### config.mk
export PLATFORM = sky130hd
export DESIGN_NAME = read_coils_response_parser
export DESIGN_NICKNAME = d
export VERILOG_FILES = /design/src/rtl/core/rcrp_pkg.sv /design/src/rtl/core/rcrp_front.sv /design/src/rtl/core/rcrp_fifo.sv /design/src/rtl/core/rcrp_back.sv /design/src/rtl/core/read_coils_response_parser.sv
export SDC_FILE = /design/constraint.sdc
export NUM_CORES = 1
export LEC_CHECK = 0
export ABC_AREA = 1
export BUFFER_PORTS_ARGS = -buffer_cell sky130_fd_sc_hd__buf_4
export CAP_MARGIN = 10
export CORE_MARGIN = 2
export CORE_UTILIZATION = 55
export DETAILED_ROUTE_END_ITERATION = 8
export GPL_ROUTABILITY_DRIVEN = 0
export PLACE_DENSITY = 0.76
export SLEW_MARGIN = 20
export SYNTH_ARGS = -nofsm -noshare
export SYNTH_HDL_FRONTEND = slang
export SYNTH_SLANG_ARGS = --single-unit
### constraint.sdc
create_clock -name i_clk -period 3.9 [get_ports i_clk]
set_clock_uncertainty 0.1 [all_clocks]
set_input_delay 0.78 -clock i_clk [delete_from_list [all_inputs] [get_ports i_clk]]
set_output_delay 0.78 -clock i_clk [all_outputs]
set_load 0.01 [all_outputs]
### src/rtl/core/rcrp_pkg.sv
`timescale 1ns / 1ps
// ----------------------------------------------------------------------------
// Read coils response parser package
// Shared widths, status codes and the command word passed from the front end
// to the back end.
// ----------------------------------------------------------------------------
package rcrp_pkg;

    localparam int COIL_CNT_W     = 11;
    localparam int FUNC_W         = 7;
    localparam int BYTE_W         = 8;
    localparam int STATUS_W       = 2;
    localparam int DEF_MAX_COILS  = 2000;

    localparam int QDEPTH = 4;
    localparam int QAW    = $clog2(QDEPTH);

    localparam logic [STATUS_W-1:0] ST_OK         = 2'd0;
    localparam logic [STATUS_W-1:0] ST_EXCEPTION  = 2'd1;
    localparam logic [STATUS_W-1:0] ST_UNEXPECTED = 2'd2;
    localparam logic [STATUS_W-1:0] ST_BAD_COUNT  = 2'd3;

    localparam logic [BYTE_W-1:0] EXC_FLAG = 8'h80;

    localparam logic [0:0] REG_COIL_COUNT = 1'b0;
    localparam logic [0:0] REG_FUNC_CODE  = 1'b1;

    typedef struct packed {
        logic                data_valid;
        logic [BYTE_W-1:0]   data_byte;
        logic [BYTE_W-1:0]   data_index;
        logic                done;
        logic [STATUS_W-1:0] status;
        logic [BYTE_W-1:0]   exc_value;
    } t_cmd;

endpackage

### src/rtl/core/rcrp_front.sv
`timescale 1ns / 1ps
// ----------------------------------------------------------------------------
// Read coils response parser front end
// Accepts PDU beats, tracks the frame position and status, and classifies
// each beat into a command for the back end.
// ----------------------------------------------------------------------------
module rcrp_front
    import rcrp_pkg::*;
#(
    parameter int MAX_COILS = DEF_MAX_COILS
) (
    input  logic                  i_clk,
    input  logic                  i_rst_n,
    input  logic                  i_valid,
    input  logic [BYTE_W-1:0]     i_pdu_byte,
    input  logic                  i_pdu_last,
    input  logic [COIL_CNT_W-1:0] i_coil_count,
    input  logic [FUNC_W-1:0]     i_function_code,
    input  logic                  i_full,
    output logic                  o_push,
    output t_cmd                  o_cmd
);

    localparam logic [COIL_CNT_W-1:0] MaxCoils = COIL_CNT_W'(MAX_COILS);

    logic [BYTE_W-1:0]   r_pos;
    logic [STATUS_W-1:0] r_err;
    logic [BYTE_W-1:0]   r_exc;
    logic [BYTE_W-1:0]   r_decl;

    logic [BYTE_W-1:0]   n_pos;
    logic [STATUS_W-1:0] n_err;
    logic [BYTE_W-1:0]   n_exc;
    logic [BYTE_W-1:0]   n_decl;

    logic                count_ok;
    logic [BYTE_W:0]     expected;
    logic [COIL_CNT_W:0] cc_round;
    logic [BYTE_W-1:0]   di;
    logic [BYTE_W:0]     di_next;

    assign o_push   = i_valid && !i_full;
    assign count_ok = (i_coil_count != '0) && (i_coil_count <= MaxCoils);
    assign cc_round = {1'b0, i_coil_count} + (COIL_CNT_W+1)'(7);
    assign expected = cc_round[COIL_CNT_W:3];
    assign di       = r_pos - BYTE_W'(2);
    assign di_next  = {1'b0, di} + (BYTE_W+1)'(1);

    always_comb begin
        n_err = r_err;
        n_exc = r_exc;
        n_decl = r_decl;
        o_cmd = '0;
        if (r_pos == '0) begin
            if (i_pdu_byte == (EXC_FLAG | {1'b0, i_function_code})) begin
                n_err = ST_EXCEPTION;
            end else if (i_pdu_byte == {1'b0, i_function_code}) begin
                if (i_pdu_last) begin
                    n_err = ST_BAD_COUNT;
                end
            end else begin
                n_err = ST_UNEXPECTED;
            end
        end else if (r_pos == BYTE_W'(1)) begin
            if (r_err == ST_EXCEPTION) begin
                n_exc = i_pdu_byte;
            end else if (r_err == ST_OK) begin
                n_decl = i_pdu_byte;
                if (!count_ok || ({1'b0, i_pdu_byte} != expected) || i_pdu_last) begin
                    n_err = ST_BAD_COUNT;
                end
            end
        end else if (r_err == ST_OK) begin
            if (di >= r_decl) begin
                n_err = ST_BAD_COUNT;
            end else begin
                o_cmd.data_valid = 1'b1;
                o_cmd.data_byte  = i_pdu_byte;
                o_cmd.data_index = di;
                if (i_pdu_last && (di_next != {1'b0, r_decl})) begin
                    n_err = ST_BAD_COUNT;
                end
            end
        end
        n_pos = (r_pos != '1) ? r_pos + BYTE_W'(1) : r_pos;
        if (i_pdu_last) begin
            o_cmd.done      = 1'b1;
            o_cmd.status    = n_err;
            o_cmd.exc_value = (n_err == ST_EXCEPTION) ? n_exc : '0;
            n_pos  = '0;
            n_err  = ST_OK;
            n_exc  = '0;
            n_decl = '0;
        end
    end

    always_ff @(posedge i_clk) begin
        if (!i_rst_n) begin
            r_pos  <= '0;
            r_err  <= ST_OK;
            r_exc  <= '0;
            r_decl <= '0;
        end else if (o_push) begin
            r_pos  <= n_pos;
            r_err  <= n_err;
            r_exc  <= n_exc;
            r_decl <= n_decl;
        end
    end

endmodule

### src/rtl/core/rcrp_fifo.sv
`timescale 1ns / 1ps
// ----------------------------------------------------------------------------
// Read coils response parser command queue
// Short first-in first-out queue between the front end and the back end.
// ----------------------------------------------------------------------------
module rcrp_fifo
    import rcrp_pkg::*;
(
    input  logic i_clk,
    input  logic i_rst_n,
    input  logic i_push,
    input  t_cmd i_cmd,
    input  logic i_pop,
    output logic o_full,
    output logic o_nonempty,
    output t_cmd o_cmd
);

    t_cmd           r_mem [QDEPTH];
    logic [QAW-1:0] r_wr;
    logic [QAW-1:0] r_rd;
    logic [QAW:0]   r_cnt;

    assign o_full     = (r_cnt == (QAW+1)'(QDEPTH));
    assign o_nonempty = (r_cnt != '0);
    assign o_cmd      = r_mem[r_rd];

    always_ff @(posedge i_clk) begin
        if (i_push) begin
            r_mem[r_wr] <= i_cmd;
        end
    end

    always_ff @(posedge i_clk) begin
        if (!i_rst_n) begin
            r_wr  <= '0;
            r_rd  <= '0;
            r_cnt <= '0;
        end else begin
            if (i_push) begin
                r_wr <= r_wr + QAW'(1);
            end
            if (i_pop) begin
                r_rd <= r_rd + QAW'(1);
            end
            if (i_push && !i_pop) begin
                r_cnt <= r_cnt + (QAW+1)'(1);
            end else if (i_pop && !i_push) begin
                r_cnt <= r_cnt - (QAW+1)'(1);
            end
        end
    end

endmodule

### src/rtl/core/rcrp_back.sv
`timescale 1ns / 1ps
// ----------------------------------------------------------------------------
// Read coils response parser back end
// Masks coil bits past the requested coil count and holds the result beat in
// an output register.
// ----------------------------------------------------------------------------
module rcrp_back
    import rcrp_pkg::*;
(
    input  logic                  i_clk,
    input  logic                  i_rst_n,
    input  logic                  i_cmd_valid,
    input  t_cmd                  i_cmd,
    input  logic [COIL_CNT_W-1:0] i_coil_count,
    input  logic                  i_stall,
    output logic                  o_pop,
    output logic                  o_valid,
    output logic [BYTE_W-1:0]     o_coil_bits,
    output logic                  o_coil_valid,
    output logic [BYTE_W-1:0]     o_byte_index,
    output logic                  o_done_res,
    output logic [STATUS_W-1:0]   o_status,
    output logic [BYTE_W-1:0]     o_exception_value
);

    logic                  r_valid;
    logic [BYTE_W-1:0]     r_bits;
    logic                  r_cv;
    logic [BYTE_W-1:0]     r_idx;
    logic                  r_done;
    logic [STATUS_W-1:0]   r_status;
    logic [BYTE_W-1:0]     r_exv;

    logic [COIL_CNT_W-1:0] first;
    logic [COIL_CNT_W-1:0] rem;
    logic [BYTE_W-1:0]     mask;
    logic [BYTE_W-1:0]     n_bits;

    assign o_pop = i_cmd_valid && (!r_valid || !i_stall);
    assign first = {i_cmd.data_index, 3'b000};
    assign rem   = i_coil_count - first;

    always_comb begin
        if (first >= i_coil_count) begin
            mask = '0;
        end else if (rem >= COIL_CNT_W'(BYTE_W)) begin
            mask = '1;
        end else begin
            mask = BYTE_W'((BYTE_W'(1) << rem[2:0]) - BYTE_W'(1));
        end
        n_bits = i_cmd.data_valid ? (i_cmd.data_byte & mask) : '0;
    end

    always_ff @(posedge i_clk) begin
        if (!i_rst_n) begin
            r_valid <= 1'b0;
        end else if (o_pop) begin
            r_valid <= 1'b1;
        end else if (!i_stall) begin
            r_valid <= 1'b0;
        end
    end

    always_ff @(posedge i_clk) begin
        if (o_pop) begin
            r_bits   <= n_bits;
            r_cv     <= i_cmd.data_valid;
            r_idx    <= i_cmd.data_index;
            r_done   <= i_cmd.done;
            r_status <= i_cmd.status;
            r_exv    <= i_cmd.exc_value;
        end
    end

    assign o_valid           = r_valid;
    assign o_coil_bits       = r_bits;
    assign o_coil_valid      = r_cv;
    assign o_byte_index      = r_idx;
    assign o_done_res        = r_done;
    assign o_status          = r_status;
    assign o_exception_value = r_exv;

endmodule

### src/rtl/core/read_coils_response_parser.sv
`timescale 1ns / 1ps
// ----------------------------------------------------------------------------
// Read coils response parser
// Checks a read coils response PDU beat by beat and emits masked coil bytes
// with a final status on the last beat.
//
//   Channel   Direction  Handshake          Payload
//   pdu       in         i_valid / o_stall  i_pdu_byte, i_pdu_last
//   result    out        o_valid / i_stall  o_coil_bits ... o_exception_value
//   config    in         APB                coil_count, function_code
//
// One beat is accepted per cycle while the queue is not full; each input beat gives one result beat.
// The front end classifies a beat into the queue and the back end masks it into
// the output register.
// The front end stalls only when the four-entry queue is full.
// Reset clears the frame state, empties the queue and clears the output valid flag.
// ----------------------------------------------------------------------------
module read_coils_response_parser
    import rcrp_pkg::*;
#(
    parameter int MAX_COILS = DEF_MAX_COILS
) (
    input  logic                i_clk,
    input  logic                i_rst_n,
    input  logic                i_valid,
    output logic                o_stall,
    input  logic [BYTE_W-1:0]   i_pdu_byte,
    input  logic                i_pdu_last,
    output logic                o_valid,
    input  logic                i_stall,
    output logic [BYTE_W-1:0]   o_coil_bits,
    output logic                o_coil_valid,
    output logic [BYTE_W-1:0]   o_byte_index,
    output logic                o_done_res,
    output logic [STATUS_W-1:0] o_status,
    output logic [BYTE_W-1:0]   o_exception_value,
    input  logic                psel,
    input  logic                penable,
    input  logic                pwrite,
    input  logic [2:0]          paddr,
    input  logic [31:0]         pwdata,
    output logic [31:0]         prdata,
    output logic                pready
);

    logic [COIL_CNT_W-1:0] r_coil_count;
    logic [FUNC_W-1:0]     r_function_code;
    logic                  cfg_wr;

    logic push;
    logic full;
    logic nonempty;
    logic pop;
    t_cmd front_cmd;
    t_cmd queue_cmd;

    assign pready = 1'b1;
    assign cfg_wr = psel && penable && pwrite && pready;

    always_ff @(posedge i_clk) begin
        if (!i_rst_n) begin
            r_coil_count    <= COIL_CNT_W'(1);
            r_function_code <= FUNC_W'(1);
        end else if (cfg_wr) begin
            if (paddr[2] == REG_COIL_COUNT) begin
                r_coil_count <= pwdata[COIL_CNT_W-1:0];
            end else begin
                r_function_code <= pwdata[FUNC_W-1:0];
            end
        end
    end

    always_comb begin
        if (paddr[2] == REG_FUNC_CODE) begin
            prdata = {{(32-FUNC_W){1'b0}}, r_function_code};
        end else begin
            prdata = {{(32-COIL_CNT_W){1'b0}}, r_coil_count};
        end
    end

    assign o_stall = full;

    rcrp_front #(
        .MAX_COILS(MAX_COILS)
    ) u_front (
        .i_clk          (i_clk),
        .i_rst_n        (i_rst_n),
        .i_valid        (i_valid),
        .i_pdu_byte     (i_pdu_byte),
        .i_pdu_last     (i_pdu_last),
        .i_coil_count   (r_coil_count),
        .i_function_code(r_function_code),
        .i_full         (full),
        .o_push         (push),
        .o_cmd          (front_cmd)
    );

    rcrp_fifo u_fifo (
        .i_clk     (i_clk),
        .i_rst_n   (i_rst_n),
        .i_push    (push),
        .i_cmd     (front_cmd),
        .i_pop     (pop),
        .o_full    (full),
        .o_nonempty(nonempty),
        .o_cmd     (queue_cmd)
    );

    rcrp_back u_back (
        .i_clk            (i_clk),
        .i_rst_n          (i_rst_n),
        .i_cmd_valid      (nonempty),
        .i_cmd            (queue_cmd),
        .i_coil_count     (r_coil_count),
        .i_stall          (i_stall),
        .o_pop            (pop),
        .o_valid          (o_valid),
        .o_coil_bits      (o_coil_bits),
        .o_coil_valid     (o_coil_valid),
        .o_byte_index     (o_byte_index),
        .o_done_res       (o_done_res),
        .o_status         (o_status),
        .o_exception_value(o_exception_value)
    );

    a_no_data_zero: assert property (@(posedge i_clk) disable iff (!i_rst_n)
        o_valid && !o_coil_valid |-> o_coil_bits == '0 && o_byte_index == '0)
        else $error("coil fields nonzero without a data byte");

    a_exv_only_exc: assert property (@(posedge i_clk) disable iff (!i_rst_n)
        o_valid && o_status != ST_EXCEPTION |-> o_exception_value == '0)
        else $error("exception value without exception status");

    a_status_on_done: assert property (@(posedge i_clk) disable iff (!i_rst_n)
        o_valid && !o_done_res |-> o_status == ST_OK)
        else $error("status reported before the last beat");

    a_reset_clear: assert property (@(posedge i_clk)
        !i_rst_n |=> !o_valid && !o_stall)
        else $error("output or stall active after reset");

endmodule

==> results of run 1 <==
cells in the final DEF (no fill, tap or decap), types with 8 or more instances in the layout:
cell       count
a21oi_1       71
a32oi_1        9
buf_4         82
clkbuf_16     18
conb_1        22
dfxtp_1       54
edfxtp_1     140
ha_1          28
inv_1         93
nand2_1      208
nand2_2        8
nand3_1       68
nand4_1       12
nor2_1       106
nor2_2         9
o21ai_0       76
o21ai_1       10
o22ai_1       19
power by group through the flow:
stage | sequential [µW] | combinational [µW] | clock (µW)
after global routing | 2750 | 2110 | 1720
final | 2720 | 1890 | 1630
after floorplan | 2840 | 1110 | 0
after CTS | 2720 | 1890 | 1650
after detailed placement | 2760 | 1880 | 0
after global placement | 2750 | 1840 | 0
cells by family after synthesis:
| family | after synthesis | synth area share |
|---|---|---|
| AND/OR/NAND/NOR | 435 | 0.202 |
| AO/OA/AOI/OAI | 195 | 0.113 |
| buffers and inverters | 153 | 0.0714 |
| XOR/XNOR | 10 | 0.00930 |
| flip-flops | 194 | 0.561 |
| other | 2 | 0.000798 |
| adder cells (fa/ha/maj) | 30 | 0.0415 |
layer usage:
layer | track usage | part of all wire | vias to the layer above | routed length, µm
met1 | 0.329 | 0.42 | 3505 | 9290
met3 | 0.0435 | 0.063 | 31 | 1380
met4 | 0.0795 | 0.015 | 0 | 323
li1 | - | - | 3563 | -
met2 | 0.424 | 0.50 | 291 | 10900
met5 | 0 | 0 | - | 0
state kept, by name, indices dropped and copies added, names as in the netlist, named ones only:
signal	flops
u_fifo.r_mem	112
r_coil_count	11
u_back.o_byte_index	8
u_back.o_coil_bits	8
u_back.o_exception_value	8
u_front.r_decl	8
u_front.r_exc	8
u_front.r_pos	8
r_function_code	7
u_fifo.r_cnt	3
u_back.o_status	2
u_fifo.r_rd	2
u_fifo.r_wr	2
u_front.r_err	2
u_back.o_coil_valid	1
u_back.o_done_res	1
u_back.o_valid	1
Yosys cell counts (19+ instances only):
| cell type | n | share of area |
|---|---|---|
| nand3_1 | 68 | 0.036 |
| inv_1 | 94 | 0.037 |
| o21ai_0 | 76 | 0.040 |
| a21oi_1 | 71 | 0.038 |
| buf_4 | 22 | 0.018 |
| dfxtp_1 | 54 | 0.11 |
| ha_1 | 28 | 0.037 |
| o22ai_1 | 19 | 0.013 |
| clkbuf_1 | 28 | 0.011 |
| nor2_1 | 110 | 0.044 |
| nand2_1 | 209 | 0.083 |
| edfxtp_1 | 140 | 0.45 |
how the worst max path moves through the flow:
stage | cells past startpoint | from | end | slack [ns]
2_1_floorplan | 5 | i_valid | u_fifo.r_mem[0][0] | 0.77
3_3_place_gp | 12 | flop | u_back.o_coil_bits[5] | 0.53
3_5_place_dp | 16 | u_front.r_pos[1] | u_fifo.r_mem[3][19] | 0.40
4_1_cts | 16 | u_front.r_pos[1] | u_fifo.r_mem[2][19] | 0.34
5_1_grt | 19 | u_front.r_pos[1] | u_fifo.r_mem[0][6] | 0.05
6_report | 16 | u_front.r_pos[1] | u_fifo.r_mem[0][19] | 0.41
cell type report:
cell class,count,area (µm²)
inverter,100,384
multi-input combinational,692,3550
fill,1345,5980
clock inverter,10,73.8
timing repair buffer,82,616
tap,220,275
sequential,194,5290
clock buffer,22,475
worst max-delay path: stages, from the launching register on:
cell and delay, ns:
dfxtp_1 0.49, clkinvlp_4 0.30, ha_1 0.31, inv_1 0.11
nor2_2 0.06, nand3_1 0.11, nand2_1 0.09, nand2_1 0.10
ha_1 0.25, nand2_1 0.11, nor2_1 0.07, nand4_1 0.08
o2111ai_1 0.13, nor3_1 0.24, nand2_2 0.22, buf_4 0.24
nor2_1 0.27
repair_timing:
item,in CTS,in global routing
endpoints found under the setup margin,0,5
endpoints found under the hold margin,0,0
gates resized for setup,0,3
buffers inserted,0,0
through the flow:
step,power (µW),utilization,setup WS [ns],hold WS (ns),instances
2_1_floorplan,3940,-,0.770,0.336,1039
3_3_place_gp,4580,0.607,0.525,0.352,1288
3_5_place_dp,4640,0.607,0.398,0.362,1288
4_1_cts,6270,0.640,0.344,0.372,1320
5_1_grt,6580,0.641,0.0491,0.383,1320
6_report,6230,0.641,0.405,0.362,1320
==> impl_metrics.tcl, run 1 <==
set metrics [dict create \
    r2r_cells 16 \
    insertion_delay_ns 0.44 \
    required_ns 4.03 \
    worst_pin_slew_ns 0.842 \
    status "finished clean" \
    antenna_found_initial 0 \
    powerDensity_nw_per_um2 584 \
    period_share 0.896 \
    yosys_register_bits 194 \
    coreArea_um2 16600 \
    ys_types 47 \
    fmax_mhz 286 \
    synth_seq_area_share 0.561 \
    crit_fanout 10 \
    htree_levels 4 \
    area_delta_synth_final_pct 13.2 \
    grt_max_degree 37 \
    syn_inst 1019 \
    reg2reg_slack_ns 0.41 \
    p_comb_frac 0.303 \
    r2r_start "u_front.r_pos[1]" \
    drtIter0Drc 672 \
    grt_pass1_vias 6792 \
    internal-power_uw 4150 \
    regToRegEndpoint "u_fifo.r_mem[0][19]" \
    die-area_um2 18200 \
    initial_core_util 0.566 \
    portBuffers 68 \
    p_leak_uw 0.00433 \
    rows 47 \
    syn-cell-area_um2 9420 \
    place.detailed.hpwl_um 14900 \
    postLayoutCellArea_um2 10700 \
    yosys_warnings 0 \
    holdBufCountCts 0 \
    grt-ovfl-total 0 \
    seq_power_share 0.436 \
    clk_pin_slew_ns 0.07 \
    min_path_cells 2 \
    dr_total_vias 7390 \
    hold_viol_final 0 \
    root_buffer "clkbuf_16" \
    max-cap-violations 0 \
    grt_usage 0.250 \
    drive_above_1_share 0.135 \
    wire_per_inst_um 16.6 \
    worst_hold_path_type "reg -> reg" \
    power_switching_uw 2080 \
    max_slew_margin 0.438 \
    wl_um 21900 \
    dieWidth_um 135 \
    hp-start "u_fifo.r_rd[1]" \
    rsz0062_at_grt "false" \
    period_minus_slack_ns 3.49 \
    ant_nets 0 \
    num_antenna_cells 0 \
    endpoint_kind "flop" \
    synthArstFlopShare 0 \
    p_sw_frac 0.334 \
    fin_nets 1168 \
    avgSynthCellArea_um2 9.24 \
    clockBufferDepth 2 \
    ios 114 \
    setup_viol 0 \
    route.detailed.drc 0 \
    crit_path_start_kind "flop" \
    tns_ns 0 \
    slew_violations 0 \
    grt_pass1_wl_um 35000 \
    numCtsBuffers 17 \
    critical_path_class "reg -> reg" \
    cts_tree "yes" \
    clkSinkCount 194 \
    ir_worst_vdd_mv 0.548 \
    synth-edff-count 140 \
    die_height_um 135 \
    cp.arrival_ns 3.62 \
    pwr-share-clk 0.261 \
    dr.pass1.iters 5 \
    synthFlopType "edfxtp_1" \
    placed_cell_area_um2 10100 \
    routed_via_density 5.60 \
]
(Power assumes the default switching activity.)
==> run 2: changes to the inputs <==
--- a/config.mk
+++ b/config.mk
@@ -5,7 +5,7 @@
 export SDC_FILE = /design/constraint.sdc
 export NUM_CORES = 1
 export LEC_CHECK = 0
-export ABC_AREA = 1
+export ABC_AREA = 0
 export BUFFER_PORTS_ARGS = -buffer_cell sky130_fd_sc_hd__buf_4
 export CAP_MARGIN = 10
 export CORE_MARGIN = 2
==> constraint.sdc (replaced) <==
create_clock -name i_clk -period 4.1 [get_ports i_clk]
set_clock_uncertainty 0.1 [all_clocks]
set_input_delay 0.82 -clock i_clk [delete_from_list [all_inputs] [get_ports i_clk]]
set_output_delay 0.82 -clock i_clk [all_outputs]
set_load 0.01 [all_outputs]
==> run 2 against run 1 <==
Global-route usage down 1.7 points; wire length down 6.7%; critical path type unchanged; largest cell class unchanged; critical path depth down 3.
==> impl_metrics.tcl, run 2 <==
set metrics [dict create \
    cts_tree "yes" \
    regToRegEndpoint "u_fifo.r_mem[3][18]" \
    max-cap-violations 0 \
    setup_viol 0 \
    area_delta_synth_final_pct 13.6 \
    endpoint_kind "flop" \
    die-area_um2 18200 \
    fmax_mhz 262 \
    power_switching_uw 1680 \
    endpoint "u_fifo.r_mem[3][18]" \
    synthArstFlopShare 0 \
    ios 114 \
    ys_types 67 \
    cts_resized 0 \
    synthFlopType "edfxtp_1" \
    layout_common_cells "edfxtp_1 (140), buf_4 (81), nand2_1 (57), dfxtp_1 (53), inv_1 (40)" \
    max_slew_margin 0.104 \
    dr.pass1.iters 5 \
    tns_ns 0 \
    internal-power_uw 3950 \
    p_comb_frac 0.258 \
    critical_path_class "reg -> reg" \
    largest_reg_flops 112 \
    syn-cell-area_um2 9450 \
    ir_worst_vdd_mv 0.305 \
    pwr-share-clk 0.290 \
    critical_path_depth 13 \
    p_sw_frac 0.299 \
    grt-ovfl-total 0 \
    crit_fanout 15 \
    worst_pin_slew_ns 1.34 \
    grt_pass1_vias 6057 \
    cp.arrival_ns 4.00 \
    drtIter0Drc 553 \
    ys_top_cells_by_area "edfxtp_1 (44%), dfxtp_1 (11%), mux4_2 (6.7%)" \
    top_regs "u_fifo.r_mem: 112 flops, r_coil_count: 11 flops" \
    clkSinkCount 194 \
    holdBufCountCts 0 \
    post-cts-setup-buffers 0 \
    routed_via_density 5.93 \
    crit_family "simple AND/OR/NAND/NOR gates" \
    cp.buffers_inverters 3 \
    dieWidth_um 135 \
    cp_slowest_stage_delay_ns 0.41 \
    total_power_uw 5630 \
    grt_max_degree 49 \
    synth_seq_area_share 0.559 \
    period_share 0.932 \
    p_leak_uw 0.00388 \
    drive_above_1_share 0.200 \
    startpoint "u_front.r_pos[2]" \
    insertion_delay_ns 0.44 \
    hold_slack_ns 0.403 \
    synth_common_cells "edfxtp_1 (140), nand2_1 (57), dfxtp_1 (54), inv_1 (40), clkbuf_1 (36)" \
    yosys.area.top_type "edfxtp_1" \
    htree_levels 4 \
    clk_pin_slew_ns 0.07 \
    worst_hold_path_type "reg -> reg" \
    rsz0062_at_grt "false" \
    antenna_found_initial 0 \
    avgSynthCellArea_um2 12.3 \
    root_buffer "clkbuf_16" \
    numCtsBuffers 17 \
    top_register "u_fifo.r_mem" \
    fin_nets 902 \
    ant_nets 0 \
    crit_path_start_kind "flop" \
    grt_pass1_wl_um 32100 \
    yosys_register_bits 194 \
    num_antenna_cells 0 \
    cpMaxStageDelayCell "nor3b_1" \
    r2r_cells 13 \
    required_ns 4.28 \
    grt_usage 0.233 \
    portBuffers 68 \
    status "finished clean" \
    synth_most_common_cell "edfxtp_1" \
    reg2reg_slack_ns 0.28 \
    yosys_warnings 0 \
    seq_power_share 0.452 \
    path_cells "inv_1 -> ha_1 -> nor3b_1 -> xnor2_1 -> ha_1 -> a21o_1 -> a21oi_1 -> o211ai_1 -> a21o_1 -> nand2b_1 -> buf_4 -> inv_1 -> and2_1" \
    initial_core_util 0.566 \
    synth-edff-count 140 \
    route.detailed.drc 0 \
    wire_per_inst_um 19.4 \
    place.detailed.hpwl_um 13700 \
    slew_violations 0 \
    wl_um 20400 \
    rows 47 \
    fin_cells 1054 \
    hold_viol_final 0 \
    clockBufferDepth 2 \
    period_minus_slack_ns 3.82 \
    layout_commonest_cell "edfxtp_1" \
    coreArea_um2 16700 \
    dr_total_vias 6253 \
    post-place-cells 1022 \
    die_height_um 135 \
    r2r_start "u_front.r_pos[2]" \
    synth_top_cell_area_share 0.445 \
    syn_inst 766 \
    powerDensity_nw_per_um2 524 \
]
[run 2: power groups by stage]
| stage | sequential (µW) | clock [µW] | combinational (µW) |
|---|---|---|---|
| 2_1_floorplan | 2650 | 0 | 848 |
| 4_1_cts | 2550 | 1660 | 1460 |
| 3_3_place_gp | 2570 | 0 | 1410 |
| 6_report | 2540 | 1630 | 1450 |
| 5_1_grt | 2570 | 1730 | 1580 |
| 3_5_place_dp | 2590 | 0 | 1450 |
[run 2: worst min path at each step]
stage          cells after the start                  to                from
4_1_cts                            2  r_function_code[5]  r_function_code[5]
2_1_floorplan                      2  r_function_code[5]  r_function_code[5]
3_3_place_gp                       2     u_fifo.r_cnt[2]     u_fifo.r_cnt[2]
3_5_place_dp                       2  r_function_code[5]  r_function_code[5]
6_report                           2  r_function_code[6]  r_function_code[6]
5_1_grt                            2  r_function_code[5]  r_function_code[5]
[run 2: layout make-up]
cell class	instances	area [µm²]
Tap cell	220	275
Sequential cell	194	5290
Inverter	42	158
Clock buffer	17	425
Fill cell	1249	5970
Timing Repair Buffer	81	608
Multi-Input combinational cell	485	3820
Clock inverter	15	163
[run 2: worst min-delay path, delay by kind of cell, from the launching register on]
| family | cells | cell delay [ns] |
|---|---|---|
| AOI/OAI and AO/OA | 1 | 0.07 |
| DFF | 1 | 0.33 |
| and+or+nand+nor | 1 | 0.05 |
[run 2: kinds of logic (layout without fill, tap and decap cells)]
| logic type | after synthesis | in the layout | synth area share |
|---|---|---|---|
| muxes | 42 | 42 | 0.0820 |
| and+or+nand+nor | 218 | 218 | 0.121 |
| DFF | 194 | 194 | 0.559 |
| other | 2 | 22 | 0.000795 |
| adders and majority gates | 30 | 30 | 0.0413 |
| xor gates and xnor gates | 39 | 39 | 0.0425 |
| AOI/OAI and AO/OA | 134 | 134 | 0.0996 |
| buffers and inverters | 107 | 155 | 0.0532 |
[run 2: per-layer routing]
layer | vias to the layer above | global-route usage | wire (µm)
li1 | 2892 | - | -
met1 | 3089 | 0.305 | 8480
met3 | 33 | 0.0379 | 1250
met4 | 0 | 0.0804 | 348
met2 | 239 | 0.398 | 10400
met5 | - | 0 | 0
[run 2: metrics by stage]
| step | cell area, µm² | util | setup slack (ns) |
|---|---|---|---|
| finish | 10700 | 0.643 | 0.280 |
| global route | 10700 | 0.643 | 0.0381 |
| CTS | 10700 | 0.639 | 0.131 |
| detailed placement | 10100 | 0.604 | 0.151 |
| global placement | 10100 | 0.604 | 0.277 |
| floorplan | 9530 | - | 0.0386 |
==> run 3: changes to the inputs <==
--- a/config.mk
+++ b/config.mk
@@ -6,13 +6,14 @@
 export NUM_CORES = 1
 export LEC_CHECK = 0
 export ABC_AREA = 0
-export BUFFER_PORTS_ARGS = -buffer_cell sky130_fd_sc_hd__buf_4
+export BUFFER_PORTS_ARGS = -buffer_cell sky130_fd_sc_hd__buf_2
 export CAP_MARGIN = 10
 export CORE_MARGIN = 2
 export CORE_UTILIZATION = 55
 export DETAILED_ROUTE_END_ITERATION = 8
 export GPL_ROUTABILITY_DRIVEN = 0
 export PLACE_DENSITY = 0.76
+export SKIP_CTS_REPAIR_TIMING = 1
 export SLEW_MARGIN = 20
 export SYNTH_ARGS = -nofsm -noshare
 export SYNTH_HDL_FRONTEND = slang
==> run 3 against run 2 <==
Combinational power shrank 8%; worst setup slack worse by 0.020 ns; register-to-register slack worse by 0.02 ns; flip-flop and latch count stayed put; maximum frequency is 0.53% lower; first-iteration DRC count down 8.1%; final area is 2.1% lower; hold slack improved by 0.0036 ns.
==> impl_metrics.tcl, run 3 (synthesized netlist as in run 2, its figures left out) <==
set metrics [dict create \
    top_register "u_fifo.r_mem" \
    crit_path_frequent_cell "nor4_1" \
    max_slew_margin 0.321 \
    regToRegEndpoint "u_fifo.r_mem[1][6]" \
    nFillCells 1296 \
    grt_pass1_vias 5973 \
    fin_nets 902 \
    worst_pin_slew_ns 1.02 \
    fmax_mhz 260 \
    crit_family "simple AND/OR/NAND/NOR gates" \
    hp-start "u_fifo.r_wr[1]" \
    critical_path_depth 10 \
    rsz0062_at_grt "false" \
    dieWidth_um 135 \
    routed_via_density 5.88 \
    worst_hold_path_type "reg -> reg" \
    grt_max_degree 49 \
    wl_um 20200 \
    ios 114 \
    reg2reg_slack_ns 0.26 \
    drtIter0Drc 508 \
    drive_above_1_share 0.193 \
    insertion_delay_ns 0.43 \
    clockBufferDepth 2 \
    portBuffers 68 \
    grt-ovfl-total 0 \
    path_cells "inv_1 -> ha_1 -> xnor2_1 -> inv_2 -> xnor3_1 -> nor4_1 -> o2111ai_1 -> or4_4 -> o21ba_1 -> nor4_1" \
    cts_tree "yes" \
    max-cap-violations 0 \
    period_minus_slack_ns 3.84 \
    root_buffer "clkbuf_16" \
    wire_per_inst_um 19.2 \
    seqCellArea_um2 5290 \
    min_path_cells 2 \
    slew_violations 0 \
    numCtsBuffers 17 \
    status "finished clean" \
    r2r_cells 10 \
    dr_total_vias 6199 \
    clkSinkCount 194 \
    place.detailed.hpwl_um 13700 \
    num_antenna_cells 0 \
    antenna_found_initial 0 \
    dp_slack_ns 0.280 \
    rows 47 \
    die_height_um 135 \
    area_delta_synth_final_pct 11.2 \
    powerDensity_nw_per_um2 522 \
    cp.arrival_ns 3.90 \
    initial_core_util 0.566 \
    layout_common_cells "edfxtp_1 (140), buf_2 (68), nand2_1 (57), dfxtp_1 (53), inv_1 (40)" \
    tns_ns 0 \
    layout_commonest_cell "edfxtp_1" \
    dr.pass1.iters 5 \
    r2r_start "u_front.r_pos[1]" \
    htree_levels 4 \
    period_share 0.937 \
    top_regs "u_fifo.r_mem: 112 flops, r_coil_count: 11 flops" \
    crit_fanout 9 \
    fin_cells 1054 \
    ir_worst_vdd_mv 0.470 \
    critical_path_class "reg -> reg" \
    route.detailed.drc 0 \
    cp_slowest_stage_delay_ns 0.58 \
    cp.buffers_inverters 2 \
    multi_input_area_um2 3770 \
    required_ns 4.16 \
    grt_pass1_wl_um 31500 \
    hold_end "u_fifo.r_wr[1]" \
    p_leak_uw 0.00382 \
    grt_usage 0.228 \
    largest_reg_flops 112 \
    clk_pin_slew_ns 0.07 \
    endpoint_kind "flop" \
    coreArea_um2 16700 \
    die-area_um2 18200 \
    crit_path_start_kind "flop" \
    hold_viol_final 0 \
    ant_nets 0 \
    fin_ws_ns 0.260 \
    cpMaxStageDelayCell "nor4_1" \
    post-place-cells 1022 \
    setup_viol 0 \
]
-- run 3: changes by cell type in the layout (fill, tap and decap cells not counted), moves of 2 or more --
cell | previous run | this run
buf_2 | 0 | 68
buf_4 | 81 | 13
clkinv_2 | 0 | 3
clkinvlp_4 | 2 | 0
inv_8 | 4 | 1
nor4_1 | 6 | 11
nor4_2 | 9 | 4
-- run 3: where the power goes --
group,leakage (µW),switching [µW],internal (µW)
Combinational,0.00173,790,546
Sequential,0.00180,104,2440
Clock,0.000287,750,856
-- run 3: worst reg2reg max path: cells and delay by family (launching register included) --
| kind | cells | cell delay, ns |
|---|---|---|
| simple gates | 3 | 1.38 |
| buf+inv | 2 | 0.21 |
| flops | 1 | 0.33 |
| compound gates | 2 | 0.53 |
| fa+ha+maj | 1 | 0.32 |
| xor+xnor | 2 | 0.69 |
-- run 3: area by class of cell --
cell class                      instances  area share
Clock buffer                           17      0.0405
Clock inverter                         15      0.0146
Tap cell                              220      0.0262
Sequential cell                       194       0.503
Inverter                               42      0.0150
Timing Repair Buffer                   81      0.0417
Multi-Input combinational cell        485       0.359
-- run 3: how the worst max path moves through the flow --
stage               slack (ns)                     to              from
floorplan                 0.04  u_back.o_coil_bits[1]              flop
global placement          0.42     u_fifo.r_mem[0][1]  u_front.r_pos[1]
detailed placement        0.28     u_fifo.r_mem[1][1]  u_front.r_pos[1]
CTS                       0.24     u_fifo.r_mem[1][1]  u_front.r_pos[1]
global route              0.02     u_fifo.r_mem[0][4]  u_front.r_pos[1]
finish                    0.26     u_fifo.r_mem[1][6]  u_front.r_pos[1]
-- run 3: routing by layer --
layer  global-route usage  part of all wire  up-vias
met3               0.0394             0.059       33
li1                     -                 -     2887
met5                    0                 0        -
met1                0.301              0.42     3055
met2                0.376              0.49      224
met4               0.0978             0.030        0
-- run 3: stage by stage --
stage	util	cell area, µm²	total power (µW)	hold WS, ns
after floorplan	-	9530	3490	0.365
after global placement	0.593	9910	3890	0.385
after detailed placement	0.593	9910	3940	0.400
after CTS	0.628	10500	5540	0.411
after global routing	0.629	10500	5730	0.442
final	0.629	10500	5490	0.406
